## src/design/xtb_pkg.sv

```systemverilog
// ----------------------------------------------------------------------------
// XTEA padded block cipher: shared package
// Request codes, pipeline sideband type, key type and cipher constants.
// ----------------------------------------------------------------------------
`default_nettype none

package xtb_pkg;

  localparam logic [31:0] XtbDelta    = 32'h9E37_79B9;
  localparam int          XtbKeyWords = 4;
  localparam logic [3:0]  XtbBlkBytes = 4'd8;

  typedef enum logic {
    XTB_ENC = 1'b0,
    XTB_DEC = 1'b1
  } xtb_req_e;

  // Sideband that travels with each beat through the round pipeline
  typedef struct packed {
    xtb_req_e req;
    logic     last;
  } xtb_ctl_t;

  typedef logic [XtbKeyWords-1:0][31:0] xtb_key_t;

endpackage

`default_nettype wire

```

## src/design/xtb_unpad.sv

```systemverilog
// ----------------------------------------------------------------------------
// XTEA padded block cipher: unpad stage
// Reads the pad count from the last byte of a final decrypted block,
// derives the valid byte count and error flag, and registers the result.
// ----------------------------------------------------------------------------
`default_nettype none

module xtb_unpad (
  input  logic              clk_i,
  input  logic              rst_ni,
  input  logic              valid_i,
  input  xtb_pkg::xtb_ctl_t ctl_i,
  input  logic [31:0]       v0_i,
  input  logic [31:0]       v1_i,
  output logic              done_o,
  output logic [63:0]       result_o,
  output logic [3:0]        valid_bytes_o,
  output logic              last_o,
  output logic              pad_error_o
);
  import xtb_pkg::*;

  logic        done_q;
  logic [63:0] res_q;
  logic [3:0]  vbytes_q, vbytes_d;
  logic        last_q;
  logic        err_q, err_d;
  logic [7:0]  pad_cnt;

  assign pad_cnt = v1_i[7:0];

  always_comb begin
    vbytes_d = XtbBlkBytes;
    err_d    = 1'b0;
    if ((ctl_i.req == XTB_DEC) && ctl_i.last) begin
      if (pad_cnt == 8'd0) begin
        vbytes_d = XtbBlkBytes;
      end else if (pad_cnt <= {4'd0, XtbBlkBytes}) begin
        vbytes_d = XtbBlkBytes - pad_cnt[3:0];
      end else begin
        vbytes_d = 4'd0;
        err_d    = 1'b1;
      end
    end
  end

  always_ff @(posedge clk_i or negedge rst_ni) begin
    if (!rst_ni) begin
      done_q <= 1'b0;
    end else begin
      done_q <= valid_i;
    end
  end

  always_ff @(posedge clk_i) begin
    res_q    <= {v0_i, v1_i};
    vbytes_q <= vbytes_d;
    last_q   <= ctl_i.last;
    err_q    <= err_d;
  end

  assign done_o        = done_q;
  assign result_o      = res_q;
  assign valid_bytes_o = vbytes_q;
  assign last_o        = last_q;
  assign pad_error_o   = err_q;

endmodule

`default_nettype wire
```

## config.mk

```make
export PLATFORM = sky130hd
export DESIGN_NAME = xtb_unpad
export DESIGN_NICKNAME = d
export VERILOG_FILES = /design/src/design/xtb_pkg.sv /design/src/design/xtb_unpad.sv
export SDC_FILE = /design/constraint.sdc
export NUM_CORES = 1
export LEC_CHECK = 0
export ABC_AREA = 0
export BUFFER_PORTS_ARGS = -buffer_cell sky130_fd_sc_hd__buf_2
export CAP_MARGIN = 20
export CORE_ASPECT_RATIO = 0.6
export CORE_MARGIN = 3
export CORE_UTILIZATION = 36
export DETAILED_ROUTE_END_ITERATION = 10
export MAX_ROUTING_LAYER = met4
export PLACE_DENSITY = 0.79
export SETUP_SLACK_MARGIN = 0.1
export SLEW_MARGIN = 40
export SYNTH_ARGS = -nofsm -noshare
export SYNTH_HDL_FRONTEND = slang
export SYNTH_SLANG_ARGS = --single-unit
export TNS_END_PERCENT = 5
```

## constraint.sdc

```tcl
create_clock -name clk_i -period 0.8 [get_ports clk_i]
set_input_delay 0.08 -clock clk_i [delete_from_list [all_inputs] [get_ports clk_i]]
set_output_delay 0.08 -clock clk_i [all_outputs]
set_load 0.03 [all_outputs]
```

==> results.ini, run 1 <==
[run_status]
outcome=did not finish
lastStage=clock tree synthesis
first-error=[ERROR DPL-0033] detailed placement checks failed during check placement.

[placed_design]
dp.final_hpwl_mm=3.18
io_buffers=139
dp.cells=289
place_area_um2=2400
gp_congestion=0.781

[yosys]
synthTopCellsByArea=dfxtp_1 (89%), dfrtp_1 (1.6%), nor4_4 (1.4%)
yosysMostFrequentCell=dfxtp_1
netlist-cell-type-count=16
synth-seq-cells=71
syn-num-nets=159
synth_area_leader_cell=dfxtp_1
synthCells=89
yosysWarnings=0
synthArstFlopShare=0.0141
synthTopCellsByCount=dfxtp_1 (70), inv_1 (3), nand2_1 (2), nor3_2 (2)
netlist_area_um2=1570
synth_edf_count=0
synth_area_per_cell_um2=17.7
synth_ff_type=dfxtp_1
synth-seq-area-share=0.908
synth_top_area_frac=0.892

[clocking]
cts_root_buf=clkbuf_8
htree_levels=3
clock-sinks=71
cts_buffers=9
clk_path_buf_depth=2
cts_setup_buffers=0
hold_buffers=67
post_cts_resized=212

[floorplan]
start_util=0.402
die-height_um=57.2
ios=140
die_w_um=91.3
rows=17

metrics by stage:
step | setup slack [ns] | hold slack (ns)
2_1_floorplan | 0.0572 | -0.216
3_3_place_gp | -0.142 | -0.145
3_5_place_dp | -0.176 | -0.144
cell families after synthesis:
family | Yosys count | synth area share
compound gates | 4 | 0.0167
xor+xnor | 2 | 0.0111
flops | 71 | 0.908
buf+inv | 3 | 0.00717
simple gates | 8 | 0.0494
fa+ha+maj | 1 | 0.00796
==> run 2: changes to the inputs <==
Settings changed: CORE_ASPECT_RATIO 0.6 to not set, MAX_ROUTING_LAYER met4 to not set, PLACE_DENSITY 0.79 to not set, PLACE_DENSITY_LB_ADDON set to 0.15, SETUP_SLACK_MARGIN 0.1 to not set.
==> run 2 against run 1 <==
  * The flow now finishes, with violations (setup timing)
  * Synthesized area did not move
  * Synthesized cell count did not move
==> results.ini, run 2 <==
[drt]
routed_via_density=4.36
drt_wl_total_mm=7.21
dr.pass1.iters=4
drt_iter0_drc=64
drc=0
antenna_left=0
detail_route.wl_per_cell_um=19.8
vias=1586

[worst_setup_path]
required_ns=0.72
arrival_ns=0.90
crit_path_start_kind=flop
critPathSlowestCell=dfrtp_1
crit_type=reg2out
critical_path_peak_fanout=1
max_stage_delay_ns=0.41
cp_top_family=flip-flops
worstPathCellList=buf_6
path_buf_inv=1
end_kind=output pin

[layout]
final_cell_area_um2=3770
layout_commonest_cell=buf_6
area_delta_synth_final_pct=140
largest_register_ffs=64
area.sequential_um2=1510
multiInputGateArea_um2=151
fin_nets=381
drive_gt1_frac=0.752
fill_cells=145
layout_common_cells=buf_6 (71), dfxtp_2 (70), buf_2 (68)
antenna_cells=0
fin_cells=364

[yosys]
synthTopCellsByArea=dfxtp_1 (89%), dfrtp_1 (1.6%), nor4_4 (1.4%)
synthArstFlopShare=0.0141
synth_edf_count=0
synthCells=89
netlist-cell-type-count=16
synth_top_area_frac=0.892
yosysWarnings=0
synth_ff_type=dfxtp_1
synth-seq-cells=71
synthTopCellsByCount=dfxtp_1 (70), inv_1 (3), nand2_1 (2), nor3_2 (2)
synth-seq-area-share=0.908
synth_area_leader_cell=dfxtp_1
syn-num-nets=159
synth_area_per_cell_um2=17.7
yosysMostFrequentCell=dfxtp_1
netlist_area_um2=1570

[floorplan]
core_um2=4120
die_w_um=72.1
ios=140
die-height_um=72.1
dieArea_um2=5190
rows=23
start_util=0.382

[clocking]
cts_setup_buffers=0
clock-sinks=71
cts_root_buf=clkbuf_8
clk_transition_reported_paths_ns=0.08
cts_buffers=9
htree_levels=3
clk_path_buf_depth=2
cts_tree=built

[sta]
layout_setup_ws_ns=-0.177
setup_viol=71
rsz0062_at_grt=true
slew_violations=0
max_freq_mhz=1020
tightest_slew_ns=0.243
hold_viol_final=0
period_minus_slack_ns=0.977
post-route-period-util=1.22
slew_headroom=0.837
tns_ns=-4.95
holdWs_ns=0.0341

[run_status]
outcome=complete, but fails checks
violations=setup timing

[grt]
gr-usage-all-layers=0.292
grt_pass1_vias=1859
grt_start_max_net_pins=12
grt_overflow=0
grt_pass1_wl_mm=10.7
antenna_found_initial=0

[placed_design]
dp.cells=283
io_buffers=139
place_area_um2=2380
dp_slack_ns=-0.143
dp.final_hpwl_mm=3.10
gp_congestion=0.695

[power_and_ir_drop]
peakVddDrop_mv=1.63
power_density_nw_per_um2=2110
p_leak_nw=1.76

[run]
max-cap-violations=0

[hold_path]
hp-class=in2reg

==> run 2: cell counts after synthesis <==
Identical to the previous run, type by type.
==> run 2: report_power, final <==
group	leakage (nW)	switching, mW	internal (mW)	total, mW
Sequential	0.603	0.109	3.76	3.86
Clock	0.0940	1.29	1.48	2.77
Combinational	1.07	0.630	0.704	1.33
==> run 2: cells by family (layout without fill, tap and decap cells) <==
logic type	Yosys count	in the layout	synth area share
compound gates	4	4	0.0167
xor+xnor	2	2	0.0111
fa+ha+maj	1	1	0.00796
buf+inv	3	228	0.00717
flops	71	71	0.908
simple gates	8	8	0.0494
==> run 2: worst paths after layout <==
| kind | start | end | slack, ns | cells past startpoint |
|---|---|---|---|---|
| min | ctl_i[1] | pad_error_o$_SDFF_PP0_ | 0.03 | 3 |
| max | done_o$_DFF_PN0_ | done_o | -0.18 | 1 |
| max in group asynchronous | rst_ni | done_o$_DFF_PN0_ | 0.66 | 2 |
| min in group asynchronous | rst_ni | done_o$_DFF_PN0_ | 0.05 | 2 |
==> run 2: layer usage <==
metal / GRT usage / up-vias / wire [µm] / share of wire
met5: 0 / - / 0 / 0
met4: 0.134 / 0 / 243 / 0.034
met3: 0.101 / 18 / 563 / 0.078
met2: 0.563 / 106 / 4080 / 0.57
met1: 0.269 / 737 / 2320 / 0.32
li1: - / 725 / - / -
==> run 2: repair_timing <==
item,CTS,global route
gates resized for setup,212,0
setup endpoints to repair,71,73
endpoints found under the hold margin,68,0
hold buffers,67,0
pin swaps,0,0
==> run 2: final cells by class <==
cell class | instances | area share
multi-input combinational | 15 | 0.0401
tap | 50 | 0.0166
inverter | 3 | 0.00299
clock buffer | 10 | 0.0365
clock inverter | 4 | 0.0126
sequential | 71 | 0.401
timing repair buffer | 211 | 0.490
==> run 2: metrics by stage <==
| stage | utilization | power (mW) |
|---|---|---|
| after global placement | 0.580 | 4.64 |
| after CTS | 0.917 | 7.87 |
| final | 0.917 | 7.97 |
| after global routing | 0.917 | 8.23 |
| after floorplan | - | 4.27 |
| after detailed placement | 0.580 | 4.65 |
(Power assumes the default switching activity.)
