`src/design/xtb_pkg.sv`:
```
// ----------------------------------------------------------------------------
// XTEA padded block cipher: shared package
// Request codes, pipeline sideband type, key type and cipher constants.
// ----------------------------------------------------------------------------
`default_nettype none

package xtb_pkg;

  localparam logic [31:0] XtbDelta    = 32'h9E37_79B9;
  localparam int          XtbKeyWords = 4;
  localparam logic [3:0]  XtbBlkBytes = 4'd8;

  typedef enum logic {
    XTB_ENC = 1'b0,
    XTB_DEC = 1'b1
  } xtb_req_e;

  // Sideband that travels with each beat through the round pipeline
  typedef struct packed {
    xtb_req_e req;
    logic     last;
  } xtb_ctl_t;

  typedef logic [XtbKeyWords-1:0][31:0] xtb_key_t;

endpackage

`default_nettype wire

```
`src/design/xtb_round.sv`:
```
// ----------------------------------------------------------------------------
// XTEA padded block cipher: half-round stage
// One registered Feistel half-round. Encrypt adds into one word, decrypt
// subtracts from the other; schedule sums and key selects are fixed per stage.
// ----------------------------------------------------------------------------
`default_nettype none

module xtb_round #(
  parameter logic [31:0] ENC_SUM  = 32'd0,
  parameter logic [1:0]  ENC_KIDX = 2'd0,
  parameter logic [31:0] DEC_SUM  = 32'd0,
  parameter logic [1:0]  DEC_KIDX = 2'd0,
  parameter bit          SECOND   = 1'b0
) (
  input  logic              clk_i,
  input  logic              rst_ni,
  input  xtb_pkg::xtb_key_t key_i,
  input  logic              valid_i,
  input  xtb_pkg::xtb_ctl_t ctl_i,
  input  logic [31:0]       v0_i,
  input  logic [31:0]       v1_i,
  output logic              valid_o,
  output xtb_pkg::xtb_ctl_t ctl_o,
  output logic [31:0]       v0_o,
  output logic [31:0]       v1_o
);
  import xtb_pkg::*;

  logic        valid_q;
  xtb_ctl_t    ctl_q;
  logic [31:0] v0_q, v0_d;
  logic [31:0] v1_q, v1_d;
  logic        dec;
  logic        upd_v1;
  logic [31:0] upd_w, src_w, mix_w, sk_w, f_w, new_w;

  assign dec    = (ctl_i.req == XTB_DEC);
  // encrypt updates v0 on the first half of a cycle and v1 on the second,
  // decrypt the reverse
  assign upd_v1 = dec ^ SECOND;

  assign upd_w = upd_v1 ? v1_i : v0_i;
  assign src_w = upd_v1 ? v0_i : v1_i;
  assign mix_w = ((src_w << 4) ^ (src_w >> 5)) + src_w;
  assign sk_w  = dec ? (DEC_SUM + key_i[DEC_KIDX]) : (ENC_SUM + key_i[ENC_KIDX]);
  assign f_w   = mix_w ^ sk_w;
  assign new_w = dec ? (upd_w - f_w) : (upd_w + f_w);

  assign v0_d = upd_v1 ? v0_i : new_w;
  assign v1_d = upd_v1 ? new_w : v1_i;

  always_ff @(posedge clk_i or negedge rst_ni) begin
    if (!rst_ni) begin
      valid_q <= 1'b0;
    end else begin
      valid_q <= valid_i;
    end
  end

  always_ff @(posedge clk_i) begin
    ctl_q <= ctl_i;
    v0_q  <= v0_d;
    v1_q  <= v1_d;
  end

  assign valid_o = valid_q;
  assign ctl_o   = ctl_q;
  assign v0_o    = v0_q;
  assign v1_o    = v1_q;

endmodule

`default_nettype wire

```
`config.mk`:
```
export PLATFORM = sky130hd
export DESIGN_NAME = xtb_round
export DESIGN_NICKNAME = d
export VERILOG_FILES = /design/src/design/xtb_pkg.sv /design/src/design/xtb_round.sv
export SDC_FILE = /design/constraint.sdc
export NUM_CORES = 1
export LEC_CHECK = 0
export ABC_AREA = 1
export BUFFER_PORTS_ARGS = -buffer_cell sky130_fd_sc_hd__buf_4
export CAP_MARGIN = 10
export CORE_UTILIZATION = 53
export DETAILED_ROUTE_END_ITERATION = 10
export HOLD_SLACK_MARGIN = 0.12
export PLACE_DENSITY = 0.83
export SLEW_MARGIN = 15
export SYNTH_ARGS = -nofsm -noshare
export SYNTH_HDL_FRONTEND = slang
export SYNTH_SLANG_ARGS = --single-unit
```
`constraint.sdc`:
```
create_clock -name clk_i -period 0.8 [get_ports clk_i]
set_input_delay 0.04 -clock clk_i [delete_from_list [all_inputs] [get_ports clk_i]]
set_output_delay 0.04 -clock clk_i [all_outputs]
set_load 0.03 [all_outputs]
```
==> impl_metrics.py, run 1 <==
metrics = {
    "synth": {
        "synth_cells": 1267,
        "synth.largest_area_cell": "nand2_1",
        "syn_area_per_cell_um2": 6.232,
        "synth_seq_area_share_pct": 17.05,
        "ys_top_cells_by_count": "nand2_1 (391), inv_1 (137), o21ai_0 (101), nor2_1 (81), xor2_1 (72)",
        "netlist_area_um2": 7896,
        "ys_types": 51,
        "ys.warnings.count": 0,
        "ys_seq_elements": 67,
        "syn_nets": 1532,
        "async_flop_share_pct": 1.493,
        "synth_area_leaders": "nand2_1 (19%), dfxtp_1 (17%), ha_1 (10%)",
        "synth_flop_cell": "dfxtp_1",
        "synth_most_common_cell": "nand2_1",
        "synth-edff-count": 0,
        "netlist.area_leader.share_pct": 18.59,
    },
    "place": {
        "dpl.hpwl_um": 25160,
        "gp_congestion": 1.023,
        "place_area_um2": 12040,
        "numPortBuffers": 167,
        "place_ws_ps": -4473,
    },
    "clocking": {
        "cts_buffer_depth": 2,
        "clock_sinks": 67,
        "cts_made_buffers": 9,
        "cts_max_level": 3,
        "clockRootBuffer": "clkbuf_16",
    },
    "grt": {
        "grt_pass1_vias": 15698,
        "grt_max_degree": 49,
        "gr-total-overflow": 130,
        "grt_pass1_wl_um": 92350,
        "grt_usage_pct": 78.96,
    },
    "outcome": {
        "status": "stopped before the end",
        "error": "[ERROR GRT-0116] Global routing finished with congestion. Check the congestion regions in the DRC Viewer.",
        "stop_stage": "5_1_grt",
    },
    "floorplan": {
        "die_w_um": 124.1,
        "num_rows": 44,
        "die_h_um": 124.1,
        "top_level_ports": 264,
        "initial_core_util_pct": 54.33,
    },
}
==> metrics by stage <==
stage / cells / utilization (%)
after floorplan: 1267 / -
after global placement: 1921 / 82.87
after detailed placement: 1921 / 82.87
after CTS: 1992 / 96.73
==> what timing repair did <==
action | in CTS
hold endpoints to repair | 64
hold buffers | 20
resized for setup | 283
endpoints found under the setup margin | 131
pin swaps | 91
cloned | 4
buffers inserted | 32
==> per-layer routing <==
metal  track usage [%]  overflow
met5             38.89         0
met1             77.21         2
met4             84.90        52
met3             59.62         4
met2             96.93        72
==> cells by family after synthesis <==
logic type | after synthesis | share of synthesized area [%]
buffers and inverters | 173 | 8.636
muxes | 1 | 0.1268
xor gates and xnor gates | 104 | 11.73
adders and majority gates | 68 | 10.96
and+or+nand+nor | 637 | 36.06
DFF | 67 | 17.05
AOI/OAI and AO/OA | 217 | 15.43
==> inputs of run 2 (changes only) <==
- CORE_UTILIZATION: 53 -> 40
- HOLD_SLACK_MARGIN: 0.12 -> not set
- PLACE_DENSITY: 0.83 -> not set
- PLACE_DENSITY_LB_ADDON: not set -> 0.15
==> impl_metrics.py, run 2 <==
metrics = {
    "outcome": {
        "status": "finished with violations",
        "violations": "hold timing, setup timing",
    },
    "power": {
        "p_leak_nw": 7.995,
        "p_per_area_nw_per_um2": 3335,
        "vdd_drop_max_mv": 1.646,
    },
    "grt": {
        "grt_pass1_wl_um": 49780,
        "antenna_found_initial": 0,
        "gr-total-overflow": 0,
        "grt_max_degree": 35,
        "grt_pass1_vias": 10262,
        "grt_usage_pct": 31.45,
    },
    "detailed_routing": {
        "post_drt_wl_per_cell_um": 19.08,
        "remaining_drc_errors": 0,
        "drtPass1Iterations": 6,
        "num_vias": 11785,
        "wl_um": 40680,
        "routed_via_density": 5.528,
        "ant_nets": 0,
        "drt_iter0_drc": 1166,
    },
    "synth": {
        "synth.largest_area_cell": "nand2_1",
        "synth_seq_area_share_pct": 17.05,
        "synth_cells": 1267,
        "netlist.area_leader.share_pct": 18.59,
        "netlist_area_um2": 7896,
        "synth_flop_cell": "dfxtp_1",
        "ys.warnings.count": 0,
        "ys_seq_elements": 67,
        "synth_area_leaders": "nand2_1 (19%), dfxtp_1 (17%), ha_1 (10%)",
        "syn_nets": 1532,
        "async_flop_share_pct": 1.493,
        "synth_most_common_cell": "nand2_1",
        "syn_area_per_cell_um2": 6.232,
        "synth-edff-count": 0,
        "ys_types": 51,
        "ys_top_cells_by_count": "nand2_1 (391), inv_1 (137), o21ai_0 (101), nor2_1 (81), xor2_1 (72)",
    },
    "clocking": {
        "path_clk_slew_ps": 60,
        "clock_sinks": 67,
        "cts_tree": "yes",
        "clockRootBuffer": "clkbuf_16",
        "cts_max_level": 3,
        "cts_made_buffers": 9,
        "cts_buffer_depth": 2,
    },
    "cells_and_area": {
        "fin_nets": 2127,
        "post-route-cell-area_um2": 15980,
        "final_cell_mix": "buf_4 (467), nand2_1 (283), inv_1 (117)",
        "multi_input_area_um2": 7986,
        "fillCellCount": 1140,
        "antenna_cells": 0,
        "fin_cells": 2132,
        "seq_area_um2": 1428,
        "layout_commonest_cell": "buf_4",
        "syn2layout_area_growth_pct": 102.3,
        "drive_gt1_share_pct": 58.65,
    },
    "floorplan": {
        "num_rows": 51,
        "core_region_area_um2": 19400,
        "top_level_ports": 264,
        "die_w_um": 142.5,
        "design.die.area_um2": 20310,
        "die_h_um": 142.5,
        "initial_core_util_pct": 40.71,
    },
    "critical_path": {
        "crit_path_frequent_cell": "nand2_4",
        "cp-start-kind": "input pin",
        "required_ps": 1030,
        "critPathCaptureType": "flop",
        "slowest_delay_ps": 320,
        "critical_path_arrival_ps": 5070,
        "critPathMaxFanout": 6,
        "critical_path.endpoint": "v1_o[28]$_DFF_P_",
        "crit_slowest_cell": "ha_4",
        "worst-setup-path-type": "input pin to flop",
        "critPathLaunch": "ctl_i[1]",
    },
    "place": {
        "dp_cells": 2011,
        "gp_congestion": 0.9144,
        "numPortBuffers": 167,
        "place_ws_ps": -4493,
        "place_area_um2": 12200,
        "dpl.hpwl_um": 23690,
    },
    "worst_hold_path": {
        "worstHoldStart": "v0_i[30]",
        "hp-class": "input pin to flop",
    },
    "job": {
        "max_cap_violations": 0,
    },
    "sta": {
        "setup_violations": 131,
        "timing.final.crit_share_pct": 604.8,
        "whs_ps": -73.44,
        "fmax_mhz": 206.7,
        "final_hold_viol_count": 16,
        "min_period_ps": 4838,
        "worst_slack_ps": -4038,
        "setup_tns_ps": -201080,
        "drv_slew": 0,
        "timing.slew.headroom_pct": 63.43,
        "tightest_slew_ps": 542.8,
        "rsz0062_at_grt": "true",
    },
}
==> run 2: per-stage QoR <==
step                power (W)  utilization [%]
finish                0.05328            82.35
global route          0.05541            82.35
CTS                   0.04398            74.26
detailed placement    0.03390            62.89
global placement      0.03357            62.89
floorplan             0.02101                -
==> run 2: final cells by class <==
| cell class | count | share of cell area [%] |
|---|---|---|
| clock buffer | 11 | 1.582 |
| clock inverter | 5 | 0.3759 |
| inverter | 147 | 3.564 |
| multi-input combinational | 1027 | 49.99 |
| sequential | 67 | 8.936 |
| tap | 265 | 2.076 |
| timing repair buffer | 610 | 33.47 |
==> run 2: power breakdown <==
group / leakage [nW] / total, W / internal, W / switching (W)
registers: 0.572 / 0.00585 / 0.00514 / 0.000707
clock network: 0.152 / 0.00423 / 0.00260 / 0.00164
logic: 7.27 / 0.0432 / 0.0207 / 0.0225
total: 8.00 / 0.0533 / 0.0284 / 0.0249
==> run 2: cell families after synthesis <==
group                    count (synthesis)  share of synthesized area [%]
AND/OR/NAND/NOR                        637                          36.06
AO/OA/AOI/OAI                          217                          15.43
multiplexers                             1                         0.1268
XOR/XNOR                               104                          11.73
flip-flops                              67                          17.05
adder cells (fa/ha/maj)                 68                          10.96
buffers and inverters                  173                          8.636
==> run 2: critical path: cells and delay by family <==
family / cells / cell delay [ps]
compound gates: 5 / 1070
xor+xnor: 2 / 350
fa+ha+maj: 2 / 540
buf+inv: 7 / 850
simple gates: 18 / 2190
==> run 2: metal layers <==
metal	wire, um	GRT usage (%)	up-vias	part of all wire (%)
li1	-	-	5313	-
met1	15680	40.41	5496	39
met2	19470	54.85	739	48
met3	3146	3.297	237	7.7
met4	2378	9.960	0	5.8
met5	0	0	-	0
==> run 2: worst min-delay path by stage <==
| stage | end | slack [ps] | cells after the start |
|---|---|---|---|
| after floorplan | valid_o$_DFF_PN0_ | -260 | 0 |
| after global placement | valid_o$_DFF_PN0_ | -180 | 1 |
| after detailed placement | valid_o$_DFF_PN0_ | -180 | 1 |
| after CTS | v0_o[30]$_DFF_P_ | -70 | 3 |
| after global routing | v0_o[30]$_DFF_P_ | -50 | 3 |
| final | v0_o[30]$_DFF_P_ | -70 | 3 |
==> run 2: repair_timing <==
action	4_1_cts	5_1_grt
endpoints found under the hold margin	31	14
gates cloned	6	1
setup buffers	54	43
gates resized for setup	356	294
hold buffers	11	1
pin swaps	113	112
endpoints found under the setup margin	131	131
Note: power is estimated with default switching activity, not from simulation.
