--- config.mk ---
export PLATFORM = sky130hd
export DESIGN_NAME = xtb_pad
export DESIGN_NICKNAME = d
export VERILOG_FILES = /design/src/design/xtb_pkg.sv /design/src/design/xtb_pad.sv
export SDC_FILE = /design/constraint.sdc
export NUM_CORES = 1
export LEC_CHECK = 0
export BUFFER_PORTS_ARGS = -buffer_cell sky130_fd_sc_hd__clkbuf_2
export CORE_MARGIN = 2
export CORE_UTILIZATION = 41
export CTS_CLUSTER_DIAMETER = 80
export DETAILED_ROUTE_END_ITERATION = 12
export PLACE_DENSITY = 0.8
export SETUP_SLACK_MARGIN = 0.2
export SKIP_CTS_REPAIR_TIMING = 1
export SYNTH_ARGS = -nofsm -noshare
export SYNTH_HDL_FRONTEND = slang
export SYNTH_SLANG_ARGS = --single-unit
export TNS_END_PERCENT = 100
--- constraint.sdc ---
create_clock -name clk_i -period 0.8 [get_ports clk_i]
set_input_delay 0.2 -clock clk_i [delete_from_list [all_inputs] [get_ports clk_i]]
set_output_delay 0.2 -clock clk_i [all_outputs]
set_load 0.01 [all_outputs]
--- src/design/xtb_pkg.sv ---
// ----------------------------------------------------------------------------
// XTEA padded block cipher: shared package
// Request codes, pipeline sideband type, key type and cipher constants.
// ----------------------------------------------------------------------------
`default_nettype none

package xtb_pkg;

  localparam logic [31:0] XtbDelta    = 32'h9E37_79B9;
  localparam int          XtbKeyWords = 4;
  localparam logic [3:0]  XtbBlkBytes = 4'd8;

  typedef enum logic {
    XTB_ENC = 1'b0,
    XTB_DEC = 1'b1
  } xtb_req_e;

  // Sideband that travels with each beat through the round pipeline
  typedef struct packed {
    xtb_req_e req;
    logic     last;
  } xtb_ctl_t;

  typedef logic [XtbKeyWords-1:0][31:0] xtb_key_t;

endpackage

`default_nettype wire

--- src/design/xtb_pad.sv ---
// ----------------------------------------------------------------------------
// XTEA padded block cipher: pad stage
// Fills the tail of a last encrypt block with the pad count and registers
// the block as the two cipher words.
// ----------------------------------------------------------------------------
`default_nettype none

module xtb_pad (
  input  logic             clk_i,
  input  logic             rst_ni,
  input  logic             valid_i,
  input  xtb_pkg::xtb_ctl_t ctl_i,
  input  logic [63:0]      data_i,
  input  logic [3:0]       count_i,
  output logic             valid_o,
  output xtb_pkg::xtb_ctl_t ctl_o,
  output logic [31:0]      v0_o,
  output logic [31:0]      v1_o
);
  import xtb_pkg::*;

  logic        valid_q;
  xtb_ctl_t    ctl_q;
  logic [63:0] blk_q;
  logic [63:0] blk_d;
  logic [7:0]  pad_val;
  logic        do_pad;

  assign do_pad  = (ctl_i.req == XTB_ENC) && ctl_i.last && (count_i < XtbBlkBytes);
  assign pad_val = {4'd0, XtbBlkBytes - count_i};

  // byte b sits in bits (7-b)*8 +: 8; replace every byte at or past the count
  always_comb begin
    blk_d = data_i;
    for (int b = 0; b < 8; b++) begin
      if (do_pad && (4'(b) >= count_i)) begin
        blk_d[(7-b)*8 +: 8] = pad_val;
      end
    end
  end

  always_ff @(posedge clk_i or negedge rst_ni) begin
    if (!rst_ni) begin
      valid_q <= 1'b0;
    end else begin
      valid_q <= valid_i;
    end
  end

  always_ff @(posedge clk_i) begin
    ctl_q <= ctl_i;
    blk_q <= blk_d;
  end

  assign valid_o = valid_q;
  assign ctl_o   = ctl_q;
  assign v0_o    = blk_q[63:32];
  assign v1_o    = blk_q[31:0];

endmodule

`default_nettype wire

* Word-level counts from Yosys, hierarchy flattened
Cells that the tools add are included.
** Storage, ports and cells
- Logic and storage cells :: 41
- Flip-flop bits (word level) :: 67
** Cells by class
- Bitwise operators :: 1
- Reductions and logical operators :: 10
- Muxes and demuxes :: 8
- Magnitude comparators :: 9
- Add/subtract/negate cells :: 1
** Operator list (count)
- 4-bit two-way mux :: 8
- 3-bit by 4-bit >= comparator with 1-bit output, first input constant :: 4
- 1-bit logical AND :: 10
- 1-bit by 4-bit >= comparator with 1-bit output, first input constant :: 2
- 2-bit by 4-bit >= comparator with 1-bit output, first input constant :: 2
- 4-bit less-than comparator, second input constant :: 1
- 4-bit subtractor, first input constant :: 1
- 1-bit NOT :: 1

* Depth between registers and ports, before layout
Gate-level depths: netlist of run 1.
- Depth in word-level cells :: 5
- Depth in mapped cells :: 6
- Gate-level depth less buffers :: 5

* Worst setup path after synthesis of run 1
OpenSTA, ideal clock, no wires.
- Path type :: input-to-reg
- Start :: input port count_i[0]
- End :: register blk_q[24]
- Data arrival time :: 1463 ps
- Setup time :: 121 ps
- Buffers on the path :: 1
- Setup slack :: -784 ps
- Data required time :: 679 ps
- Stages on the path :: 5
- Cells stage by stage :: clkbuf_1 inv_1 ha_1 o21ai_1 mux2_2
** Between the ends
- Longest elaborated chain between the ends :: 4
- Elaborated cells on any way between the ends :: 6
- Those cells by class :: add/sub: 1; order compare: 2; mux: 1; reduce/logical: 2
** Ends and longest elaborated chain
- start: declaration :: line xtb_pad.sv:14 : input logic [3:0] count_i,
- 4-bit less-than comparator :: line xtb_pad.sv:29 : assign do_pad = (ctl_i.req == XTB_ENC) && ctl_i.last && (count_i < XtbBlkBytes);
- 1-bit logical AND :: line xtb_pad.sv:29
- 1-bit logical AND :: line xtb_pad.sv:36 : if (do_pad && (4'(b) >= count_i)) begin
- 4-bit two-way mux * :: line xtb_pad.sv:36
- via blk_d[24] :: line xtb_pad.sv:25 : logic [63:0] blk_d;
- end signal: assignment :: line xtb_pad.sv:52 : blk_q <= blk_d;
- end: declaration :: line xtb_pad.sv:24 : logic [63:0] blk_q;
Mark *: on every way through the listed nets, which the timed path passes. The rest lies on a longest branch.
A chain may end at the register's enable or synchronous reset.

* Worst setup path after layout of run 1
- Start :: input port count_i[3]
- End :: register blk_q[51]
The elaborated chain is that of the path after synthesis.

==> metrics.log, run 1 <==
INFO  metric run_status = finished with violations
INFO  metric failed_checks = negative setup slack
INFO  metric gp_congestion = between 0.6 and 0.7
INFO  metric netlist_area = around 0.0021 mm^2
INFO  metric number_of_port_buffers = 139
INFO  metric grt_pass1_vias = ~1600
INFO  metric placement_rows = 26
INFO  metric finalCritPeriodShare = 1.40
INFO  metric largest_net_degree_at_the_start_of_global_routing = 13
INFO  metric worst_hold_path.num_cells = 2
INFO  metric number_of_antenna_violations_at_the_first_check_in_global_routing = 0
INFO  metric synth_adder_area_share = 0.0179
INFO  metric numCtsBuffers = 9
INFO  metric final_antenna_net_count = 0
INFO  metric timing.critical_path.fanout_max = 7
INFO  metric synth-seq-cells = 67
INFO  metric route.detailed.wl_per_inst = 13.3 um
INFO  metric critical_path_required = 1020 ps
INFO  metric hold-worst-slack = 59.1 ps
INFO  metric power_leakage = 0.00191 uW
INFO  metric postLayoutSetupSlackWorst = -318 ps
INFO  metric p_sw = 1790 uW
INFO  metric cts_buffer_depth = 2
INFO  metric floorplan.die.height = around 75 um
INFO  metric vdd.ir_drop.worst = 1710 uV
INFO  metric p_per_area = 2130 mW/mm^2
INFO  metric syn_to_final_growth = 82.6%
INFO  metric max_slew.worst_pin.slew = 376 ps
INFO  metric cts_htree_levels = 3
INFO  metric report.final.hold_viol_count = 0
INFO  metric cap_viol_max_count = 0
INFO  metric vias = 1760
INFO  metric achievable-frequency = between 800 and 900 MHz
INFO  metric switching_share = 0.220
INFO  metric critical_path_data_arrival_time = around 1300 ps
INFO  metric overflow = 0
INFO  metric internal_power = 6350 uW
INFO  metric place_hpwl = 3940 um
INFO  metric timing_worst_setup_path_type = input pin to flop
INFO  metric detailedRoute.firstIterationViolations = 23
INFO  metric slew_limit_fails = 0
INFO  metric post_synth.cell_area_avg = 13.2 um^2
INFO  metric power_frac_comb = 0.143
INFO  metric setup_tns_final = -21440 ps
INFO  metric synth_compound_area_frac = 0.0460
INFO  metric diodes = 0
INFO  metric highest_count_cells_in_the_layout_ignoring_fill_and_taps = sky130_fd_sc_hd__clkbuf_2, sky130_fd_sc_hd__buf_6, sky130_fd_sc_hd__buf_2, sky130_fd_sc_hd__dfxtp_1, sky130_fd_sc_hd__dfxtp_2
INFO  metric register_area_share_after_synthesis = 0.643
INFO  metric share_clk_of_total_power = 0.410
INFO  metric hold_path.startpoint = data_i[3]
INFO  metric detail_route.drc_violations = 0
INFO  metric min_period = between 1000 and 1500 ps
INFO  metric grt_pass1_wl = 7160 um
INFO  metric rsz_0062_raised_after_global_routing = yes
INFO  metric num-nets-final = 416
INFO  metric worstSetupEndpointType = flop
INFO  metric crit_path_start = count_i[3]
INFO  metric clockRootBuffer = sky130_fd_sc_hd__clkbuf_8
INFO  metric worst_setup_hold_path_clk_slew = 80 ps
INFO  metric design.die.area = about 0.0057 mm^2
INFO  metric worst_slew_margin_rel = 0.747
INFO  metric syn_nets = 235
INFO  metric routed_wirelength = 5520 um
INFO  metric grt.total_usage = 0.176
INFO  metric dpl_cell_area = 0.00308 mm^2
INFO  metric layout_commonest_cell = sky130_fd_sc_hd__clkbuf_2
INFO  metric via_per_inst = 4.24
INFO  metric setup-violations-final = 131
INFO  metric synthMuxAreaShare = 0.117
INFO  metric yosysWarnings = 0
INFO  metric drt-pass1-iter-count = 4
INFO  metric cts.sink_count = 67
INFO  metric netlist_instances = between 150 and 200
INFO  metric seq_power_share = 0.448
INFO  metric core_region_area = 0.00501 mm^2
INFO  metric synth_top_family_by_area = simple AND/OR/NAND/NOR gates
INFO  metric floorplan.initialDensity = 0.418
INFO  metric share_of_synthesized_cell_area_in_and_or_nand_and_nor_gates = 0.152
INFO  metric startpoint_type = input pin
INFO  metric timing.hold.worst.class = input pin to flop
INFO  metric floorplan.die.width = 75.5 um
INFO  metric tritoncts = built
INFO  metric io-pin-count = 140
INFO  metric synth_xor_area_frac = 0.00418
INFO  metric stdcell_area = ~0.0038 mm^2
INFO  metric synth_cell_type_count = 27
INFO  metric drive_above_1_share = 0.757
## state kept, by name, indices dropped and copies added, names as in the netlist
name and cells:
ctl_o 2, blk_q 64, valid_o 1
## per-stage QoR
stage          setup WS (ps)  cells  utilization  power, uW
4_1_cts                 -378    399        0.663       7960
2_1_floorplan           -522    159            -       4120
3_3_place_gp            -713    383        0.615       4590
5_1_grt                 -319    415        0.763       8450
6_report                -318    415        0.763       8140
3_5_place_dp            -746    383        0.615       4620
## kinds of logic after synthesis
kind of cell	after synthesis
flip-flops	67
AND/OR/NAND/NOR	45
multiplexers	22
AO/OA/AOI/OAI	12
buffers and inverters	9
adder cells (fa/ha/maj)	3
XOR/XNOR	1
## per-layer routing
metal	global-route usage	part of all wire
met3	0.0608	0.076
met4	0.0994	0.020
met2	0.304	0.54
met1	0.186	0.37
met5	0	0
## worst max-delay path: stages
cell	delay (ps)
sky130_fd_sc_hd__buf_8	100
sky130_fd_sc_hd__or3b_4	410
sky130_fd_sc_hd__nor3_4	170
sky130_fd_sc_hd__buf_6	150
sky130_fd_sc_hd__mux2_4	300
## cells in the mapped netlist (all sizes together)
| library cell | number | area share |
|---|---|---|
| o21a | 1 | 0.0036 |
| and2b | 5 | 0.018 |
| o21ai | 5 | 0.014 |
| buf | 1 | 0.0054 |
| inv | 6 | 0.011 |
| clkbuf | 2 | 0.0036 |
| xnor2 | 1 | 0.0042 |
| o31ai | 1 | 0.010 |
| dfxtp | 66 | 0.63 |
| mux2 | 20 | 0.11 |
| nor4b | 1 | 0.011 |
| nor3b | 1 | 0.0090 |
| and2 | 26 | 0.078 |
| nor3 | 2 | 0.010 |
| ha | 3 | 0.018 |
| mux2i | 2 | 0.0096 |
| nor2b | 3 | 0.0090 |
| dfrtp | 1 | 0.012 |
| nand2 | 5 | 0.010 |
| nand2b | 1 | 0.0030 |
| or3b | 1 | 0.0042 |
| a21o | 4 | 0.014 |
| a22o | 1 | 0.0042 |
## power groups by stage
stage / registers (uW) / clock network, uW / logic (uW)
6_report: 3650 / 3340 / 1160
4_1_cts: 3620 / 3410 / 932
5_1_grt: 3660 / 3530 / 1260
3_3_place_gp: 3690 / 0 / 909
3_5_place_dp: 3690 / 0 / 927
2_1_floorplan: 3810 / 0 / 306
## area by class of cell
type                    count  area [um^2]
well taps                  70         87.6
inverters                   6         30.0
flip-flops and latches     67         1380
clock inverters             7          116
multi-input cells          83          851
repair buffers            173         1230
fillers                   358         1190
clock buffers               9          124
## final timing paths
path                              to  slack (ps)
setup / recovery           blk_q[51]        -320
hold / removal              blk_q[3]          60
max in group asynchronous    valid_o         520
min in group asynchronous    valid_o         200
(Power assumes the default switching activity.)
==> run 2, diff against run 1 <==
--- a/config.mk
+++ b/config.mk
@@ -6,10 +6,13 @@
 export NUM_CORES = 1
 export LEC_CHECK = 0
 export BUFFER_PORTS_ARGS = -buffer_cell sky130_fd_sc_hd__clkbuf_2
+export CELL_PAD_IN_SITES_DETAIL_PLACEMENT = 1
+export CELL_PAD_IN_SITES_GLOBAL_PLACEMENT = 2
 export CORE_MARGIN = 2
-export CORE_UTILIZATION = 41
+export CORE_UTILIZATION = 24
 export CTS_CLUSTER_DIAMETER = 80
 export DETAILED_ROUTE_END_ITERATION = 12
+export MAX_ROUTING_LAYER = met4
 export PLACE_DENSITY = 0.8
 export SETUP_SLACK_MARGIN = 0.2
 export SKIP_CTS_REPAIR_TIMING = 1
==> run 2 against run 1 <==
The run still ends with negative setup slack left. Critical path type unchanged. Maximum frequency decreased by 0.13%. First-iteration DRC count increased by 17%. Non-clock buffer count decreased by 5. Sequential share of layout area increased by 0.13 points. Sequential power about the same. Flip-flop and latch count unchanged. Core utilization decreased by 32 points. Highest routed layer unchanged. Clock power decreased by 16%. Largest power group unchanged. Critical endpoint unchanged. Combinational power about the same. Cell area decreased by 0.98%. Total power decreased by 6.4%.
==> metrics.log, run 2 (synthesis results as in run 1) <==
INFO  metric postLayoutSetupSlackWorst = -320 ps (-1.47 ps)
INFO  metric clockRootBuffer = sky130_fd_sc_hd__clkbuf_8
INFO  metric slowest_delay = 410 ps (about the same)
INFO  metric io-pin-count = 140 (unchanged)
INFO  metric critical_path_required = 1020 ps (about the same)
INFO  metric highest_count_cells_in_the_layout_ignoring_fill_and_taps = sky130_fd_sc_hd__clkbuf_2, sky130_fd_sc_hd__dfxtp_1, sky130_fd_sc_hd__buf_2, sky130_fd_sc_hd__buf_6, sky130_fd_sc_hd__dfxtp_2
INFO  metric grt_pass1_wl = 8820 um (+23%)
INFO  metric grt.total_usage = 0.126 (-0.0504)
INFO  metric timing.critical_path.fanout_max = 8 (+1)
INFO  metric power_leakage = 0.00188 uW (-1.5%)
INFO  metric placement_rows = 34 (+31%)
INFO  metric p_per_area = 2010 mW/mm^2 (-5.5%)
INFO  metric timing.hold.worst.class = input pin to flop
INFO  metric diodes = 0 (unchanged)
INFO  metric routed_wirelength = 6240 um (+13%)
INFO  metric timing_worst_setup_path_type = input pin to flop
INFO  metric slew_limit_fails = 0 (unchanged)
INFO  metric finalCritPeriodShare = 1.40 (+0.00184)
INFO  metric cts_htree_levels = 3 (unchanged)
INFO  metric floorplan.initialDensity = 0.244 (-0.174)
INFO  metric post_route_utilization = 0.441 (-0.323)
INFO  metric run_status = finished with violations
INFO  metric critical_path.cell_chain = buf_8 -> or3b_4 -> nor3_4 -> buf_6 -> mux2_4
INFO  metric worstSetupEndpointType = flop
INFO  metric critical_path_data_arrival_time = 1340 ps (about the same)
INFO  metric failed_checks = negative setup slack
INFO  metric vdd.ir_drop.worst = 811 uV (-52%)
INFO  metric largest_register_ffs = 64 (unchanged)
INFO  metric via_per_inst = 4.00 (-5.8%)
INFO  metric grt_pass1_vias = 1755 (+12%)
INFO  metric final_antenna_net_count = 0 (unchanged)
INFO  metric achievable-frequency = 893 MHz (-0.13%)
INFO  metric timing.critical_path.slowest_stage_cell = sky130_fd_sc_hd__or3b_4
INFO  metric detailedRoute.firstIterationViolations = 27 (+17%)
INFO  metric hold_path.startpoint = ctl_i[0]
INFO  metric registers.top_by_ff_count = blk_q
INFO  metric num-nets-final = 411 (-1.2%)
INFO  metric design.die.area = 0.00949 mm^2 (+67%)
INFO  metric startpoint_type = input pin
INFO  metric core_region_area = 0.00859 mm^2 (+72%)
INFO  metric worst_slew_margin_rel = 0.694 (-0.0533)
INFO  metric drt-pass1-iter-count = 3 (-1)
INFO  metric numCtsBuffers = 9 (unchanged)
INFO  metric setup-violations-final = 129 (-1.5%)
INFO  metric rsz_0062_raised_after_global_routing = yes
INFO  metric floorplan.die.height = 97.4 um (+29%)
INFO  metric detail_route.drc_violations = 0 (unchanged)
INFO  metric cts_buffer_depth = 2 (unchanged)
INFO  metric syn_to_final_growth = 80.8%
INFO  metric layout_commonest_cell = sky130_fd_sc_hd__clkbuf_2
INFO  metric min_period = 1120 ps (+1.47 ps)
INFO  metric cts.sink_count = 67 (unchanged)
INFO  metric total_area_of_sequential_cells = 0.00137 mm^2 (-0.63%)
INFO  metric floorplan.die.width = 97.4 um (+29%)
INFO  metric largest_net_degree_at_the_start_of_global_routing = 11 (-2)
INFO  metric multiInputGateArea = 881 um^2 (+3.5%)
INFO  metric worstPathBufferInverterCount = 2 (unchanged)
INFO  metric crit_path_start = count_i[3]
INFO  metric max_slew.worst_pin.slew = 456 ps (+79.4 ps)
INFO  metric cap_viol_max_count = 0 (unchanged)
INFO  metric worst_setup_hold_path_clk_slew = 70 ps (about the same)
INFO  metric tritoncts = built
INFO  metric route.detailed.wl_per_inst = 14.0 um (+5.1%)
INFO  metric critical_path_depth = 5 (unchanged)
INFO  metric fillCellCount = 950 (+170%)
INFO  metric report.final.hold_viol_count = 0 (unchanged)
INFO  metric overflow = 0 (unchanged)
INFO  metric gp_congestion = 0.706 (+4.1%)
INFO  metric place_hpwl = 4680 um (+19%)
INFO  metric vias = 1786 (+1.5%)
INFO  metric post-layout-total-power = 7620 uW (-6.4%)
INFO  metric number_of_port_buffers = 139 (unchanged)
INFO  metric number_of_antenna_violations_at_the_first_check_in_global_routing = 0 (unchanged)
INFO  metric critical_path.top_delay_family = simple AND/OR/NAND/NOR gates
INFO  metric worst_hold_path.num_cells = 2 (unchanged)
INFO  metric drive_above_1_share = 0.749 (-0.00726)
INFO  metric setup_tns_final = -18380 ps (+3060 ps)
-- run 2: cell types whose count changed in the layout (fill, tap and decap cells not counted), moves of 4 or more --
cell,delta
sky130_fd_sc_hd__and2_4,+5
sky130_fd_sc_hd__dfxtp_2,-7
sky130_fd_sc_hd__dfxtp_1,+7
sky130_fd_sc_hd__buf_6,-10
sky130_fd_sc_hd__and2_1,-6
sky130_fd_sc_hd__buf_2,+4
-- run 2: final timing paths --
| check | end | slack, ps |
|---|---|---|
| min in group asynchronous | valid_o | 160 |
| worst max-delay path | blk_q[51] | -320 |
| max in group asynchronous | valid_o | 550 |
| worst min-delay path | ctl_o[0] | 50 |
-- run 2: report_power, final --
group          internal, uW  switching, uW  total [uW]  leakage (uW)
Clock                  1590           1210        2810     0.0000995
Combinational           711            466        1180       0.00121
Sequential             3570           65.4        3640      0.000569
Total                  5880           1750        7620       0.00188
-- run 2: area by class of cell --
| cell class | instances | area share |
|---|---|---|
| clock inverters | 2 | 0.00925 |
| well taps | 108 | 0.0357 |
| repair buffers | 168 | 0.310 |
| multi-input cells | 83 | 0.233 |
| clock buffers | 13 | 0.0420 |
| inverters | 6 | 0.00793 |
| flip-flops and latches | 67 | 0.362 |
-- run 2: per-stage QoR --
step | hold WS, ps | worst slack (ps) | instance area, um^2 | instances
2_1_floorplan | -95.6 | -522 | 2190 | 159
4_1_cts | -398 | -340 | 3360 | 441
3_3_place_gp | -25.5 | -683 | 3160 | 426
5_1_grt | 37.5 | -335 | 3790 | 447
3_5_place_dp | -24.2 | -697 | 3160 | 426
6_report | 54.8 | -320 | 3790 | 447
-- run 2: routing by layer --
| layer | vias up | wire, um | track usage |
|---|---|---|---|
| li1 | 868 | - | - |
| met2 | 82 | 3100 | 0.196 |
| met1 | 826 | 2560 | 0.147 |
| met4 | 0 | 108 | 0.0609 |
| met5 | - | 0 | - |
| met3 | 10 | 474 | 0.0396 |
==> run 3, diff against run 2 <==
--- a/config.mk
+++ b/config.mk
@@ -5,15 +5,15 @@
 export SDC_FILE = /design/constraint.sdc
 export NUM_CORES = 1
 export LEC_CHECK = 0
-export BUFFER_PORTS_ARGS = -buffer_cell sky130_fd_sc_hd__clkbuf_2
 export CELL_PAD_IN_SITES_DETAIL_PLACEMENT = 1
 export CELL_PAD_IN_SITES_GLOBAL_PLACEMENT = 2
 export CORE_MARGIN = 2
-export CORE_UTILIZATION = 24
+export CORE_UTILIZATION = 31
 export CTS_CLUSTER_DIAMETER = 80
 export DETAILED_ROUTE_END_ITERATION = 12
+export DONT_BUFFER_PORTS = 1
 export MAX_ROUTING_LAYER = met4
-export PLACE_DENSITY = 0.8
+export PLACE_DENSITY = 0.74
 export SETUP_SLACK_MARGIN = 0.2
 export SKIP_CTS_REPAIR_TIMING = 1
 export SYNTH_ARGS = -nofsm -noshare
==> constraint.sdc (replaced) <==
create_clock -name clk_i -period 1 [get_ports clk_i]
set_input_delay 0.25 -clock clk_i [delete_from_list [all_inputs] [get_ports clk_i]]
set_output_delay 0.25 -clock clk_i [all_outputs]
set_load 0.01 [all_outputs]
==> run 3 against run 2 <==
Sequential power down 16%. Final cell count fell by 36%. Largest cell class unchanged. Total power is 26% lower. Via count decreased by 27%. Clock power down 23%. Critical endpoint is now blk_q[48]. The run still ends with negative setup slack left. Flip-flop and latch count did not move. Cell area shrank 21%. First-iteration DRC count is 7.4% higher. Core utilization increased by 2.5 points. Global-route usage is 1.4 points higher. Sequential share of layout area grew 11 points. Highest routed layer unchanged. Non-clock buffer count shrank 133.
==> metrics.log, run 3 (synthesis results as in run 1) <==
INFO  metric worst_hold_path.num_cells = 2 (unchanged)
INFO  metric post_route_utilization = 0.465 (+0.0245)
INFO  metric layout_commonest_cell = sky130_fd_sc_hd__dfxtp_2
INFO  metric setup_tns_final = -211 ps (+18170 ps)
INFO  metric place.detailed.instances = 245 (-42%)
INFO  metric run_status = finished with violations
INFO  metric highest_count_cells_in_the_layout_ignoring_fill_and_taps = sky130_fd_sc_hd__dfxtp_2, sky130_fd_sc_hd__mux2_4, sky130_fd_sc_hd__and2_1, sky130_fd_sc_hd__buf_6, sky130_fd_sc_hd__buf_4
INFO  metric worst_slew_margin_rel = 0.762 (+0.0677)
INFO  metric gp_congestion = 0.659 (-6.7%)
INFO  metric fillCellCount = 653 (-31%)
INFO  metric critical_path_required = 1220 ps (+200 ps)
INFO  metric detail_route.drc_violations = 0 (unchanged)
INFO  metric timing.hold.worst.class = input pin to flop
INFO  metric startpoint_type = input pin
INFO  metric met3_track_usage_gr = 0.0495 (+0.00996)
INFO  metric vdd.ir_drop.worst = 760 uV (-6.3%)
INFO  metric global_route.usage.met1 = 0.152 (+0.00539)
INFO  metric num-nets-final = 279 (-32%)
INFO  metric slew_limit_fails = 0 (unchanged)
INFO  metric drt-pass1-iter-count = 3 (unchanged)
INFO  metric worstSetupEndpointType = flop
INFO  metric postLayoutSetupSlackWorst = -52.6 ps (+267 ps)
INFO  metric diodes = 0 (unchanged)
INFO  metric via_per_inst = 4.59 (+15%)
INFO  metric total_area_of_sequential_cells = 0.00143 mm^2 (+4.4%)
INFO  metric report.final.hold_viol_count = 0 (unchanged)
INFO  metric io-pin-count = 140 (unchanged)
INFO  metric multiInputGateArea = 883 um^2 (+0.28%)
INFO  metric core_region_area = 0.00646 mm^2 (-25%)
INFO  metric failed_checks = negative setup slack
INFO  metric clockRootBuffer = sky130_fd_sc_hd__clkbuf_8
INFO  metric p_per_area = 1880 mW/mm^2 (-6.7%)
INFO  metric floorplan.die.width = 86.2 um (-12%)
INFO  metric drive_above_1_share = 0.745 (-0.00407)
INFO  metric achievable-frequency = 950 MHz
INFO  metric post-layout-total-power = 5640 uW (-26%)
INFO  metric vias = 1309 (-27%)
INFO  metric grt_pass1_vias = 1345 (-23%)
INFO  metric final_antenna_net_count = 0 (unchanged)
INFO  metric final_cells = 285 (-36%)
INFO  metric tritoncts = built
INFO  metric cts.sink_count = 67 (unchanged)
INFO  metric timing.critical_path.fanout_max = 7 (-1)
INFO  metric route.detailed.wl_per_inst = 19.6 um (+40%)
INFO  metric floorplan.initialDensity = 0.324 (+0.0806)
INFO  metric rsz_0062_raised_after_global_routing = yes
INFO  metric floorplan.die.height = 86.2 um (-12%)
INFO  metric design.die.area = 0.00743 mm^2 (-22%)
INFO  metric detailedRoute.firstIterationViolations = 29 (+7.4%)
INFO  metric hold_path.startpoint = data_i[2]
INFO  metric syn_to_final_growth = 43.4%
INFO  metric numCtsBuffers = 9 (unchanged)
INFO  metric placement_rows = 29 (-15%)
INFO  metric dpl_cell_area = 0.00235 mm^2 (-26%)
INFO  metric worst_setup_hold_path_clk_slew = 70 ps (about the same)
INFO  metric min_period = between 1000 and 1500 ps
INFO  metric timing_worst_setup_path_type = input pin to flop
INFO  metric finalCritPeriodShare = 1.05
INFO  metric power_leakage = 0.00131 uW (-30%)
INFO  metric registers.top_by_ff_count = blk_q
INFO  metric grt.total_usage = 0.139 (+0.0138)
INFO  metric max_slew.worst_pin.slew = 355 ps (-101 ps)
INFO  metric cts_buffer_depth = 2 (unchanged)
INFO  metric routed_wirelength = 5590 um (-10%)
INFO  metric met2_usage = 0.228 (+0.0320)
INFO  metric largest_net_degree_at_the_start_of_global_routing = 13 (+2)
INFO  metric whs_endpoint = blk_q[2]
INFO  metric overflow = 0 (unchanged)
INFO  metric largest_register_ffs = 64 (unchanged)
INFO  metric gr-max-usage-layer = met2
INFO  metric setup-violations-final = 5 (-96%)
INFO  metric critical_path_data_arrival_time = 1270 ps (-70 ps)
INFO  metric number_of_port_buffers = 0 (-100%)
INFO  metric stdcell_area = 0.00300 mm^2 (-21%)
INFO  metric cts_htree_levels = 3 (unchanged)
INFO  metric number_of_antenna_violations_at_the_first_check_in_global_routing = 0 (unchanged)
INFO  metric place_hpwl = 3860 um (-17%)
INFO  metric cap_viol_max_count = 0 (unchanged)
INFO  metric grt_pass1_wl = 7310 um (-17%)
==> run 3: worst max-delay path by stage <==
stage | startpoint | to | slack, ps | cells past startpoint
6_report | count_i[3] | blk_q[48] | -50 | 4
5_1_grt | count_i[3] | blk_q[49] | -50 | 4
4_1_cts | ctl_i[1] | blk_q[48] | -70 | 3
3_5_place_dp | ctl_i[1] | blk_q[48] | -440 | 3
3_3_place_gp | ctl_i[1] | blk_q[48] | -390 | 3
2_1_floorplan | ctl_i[1] | blk_q[48] | -370 | 3
==> run 3: through the flow <==
step / hold WS, ps / setup WS, ps
after global placement: -45.6 / -388
final: 23.1 / -52.6
after detailed placement: -45.6 / -438
after floorplan: -45.6 / -372
after CTS: -415 / -68.6
after global routing: 1.71 / -53.6
==> run 3: cell type report <==
type                            count  area share
Clock buffer                        9      0.0412
Clock inverter                      7      0.0229
Inverter                            6      0.0100
Multi-Input combinational cell     84       0.294
Sequential cell                    67       0.476
Tap cell                           77      0.0321
Timing Repair Buffer               35       0.123
==> run 3: per-layer routing <==
layer / up-vias / share of wire
met3: 4 / 0.085
met1: 611 / 0.37
met2: 85 / 0.53
met5: - / 0
li1: 609 / -
met4: 0 / 0.0072
==> run 3: power breakdown <==
part | internal (uW) | switching, uW
Clock | 1140 | 1020
Sequential | 2880 | 164
Combinational | 279 | 153
==> run 3: critical path, cell delays in order <==
cell and delay (ps):
sky130_fd_sc_hd__or3b_4 400, sky130_fd_sc_hd__nor3_4 180, sky130_fd_sc_hd__buf_6 150, sky130_fd_sc_hd__mux2_4 300
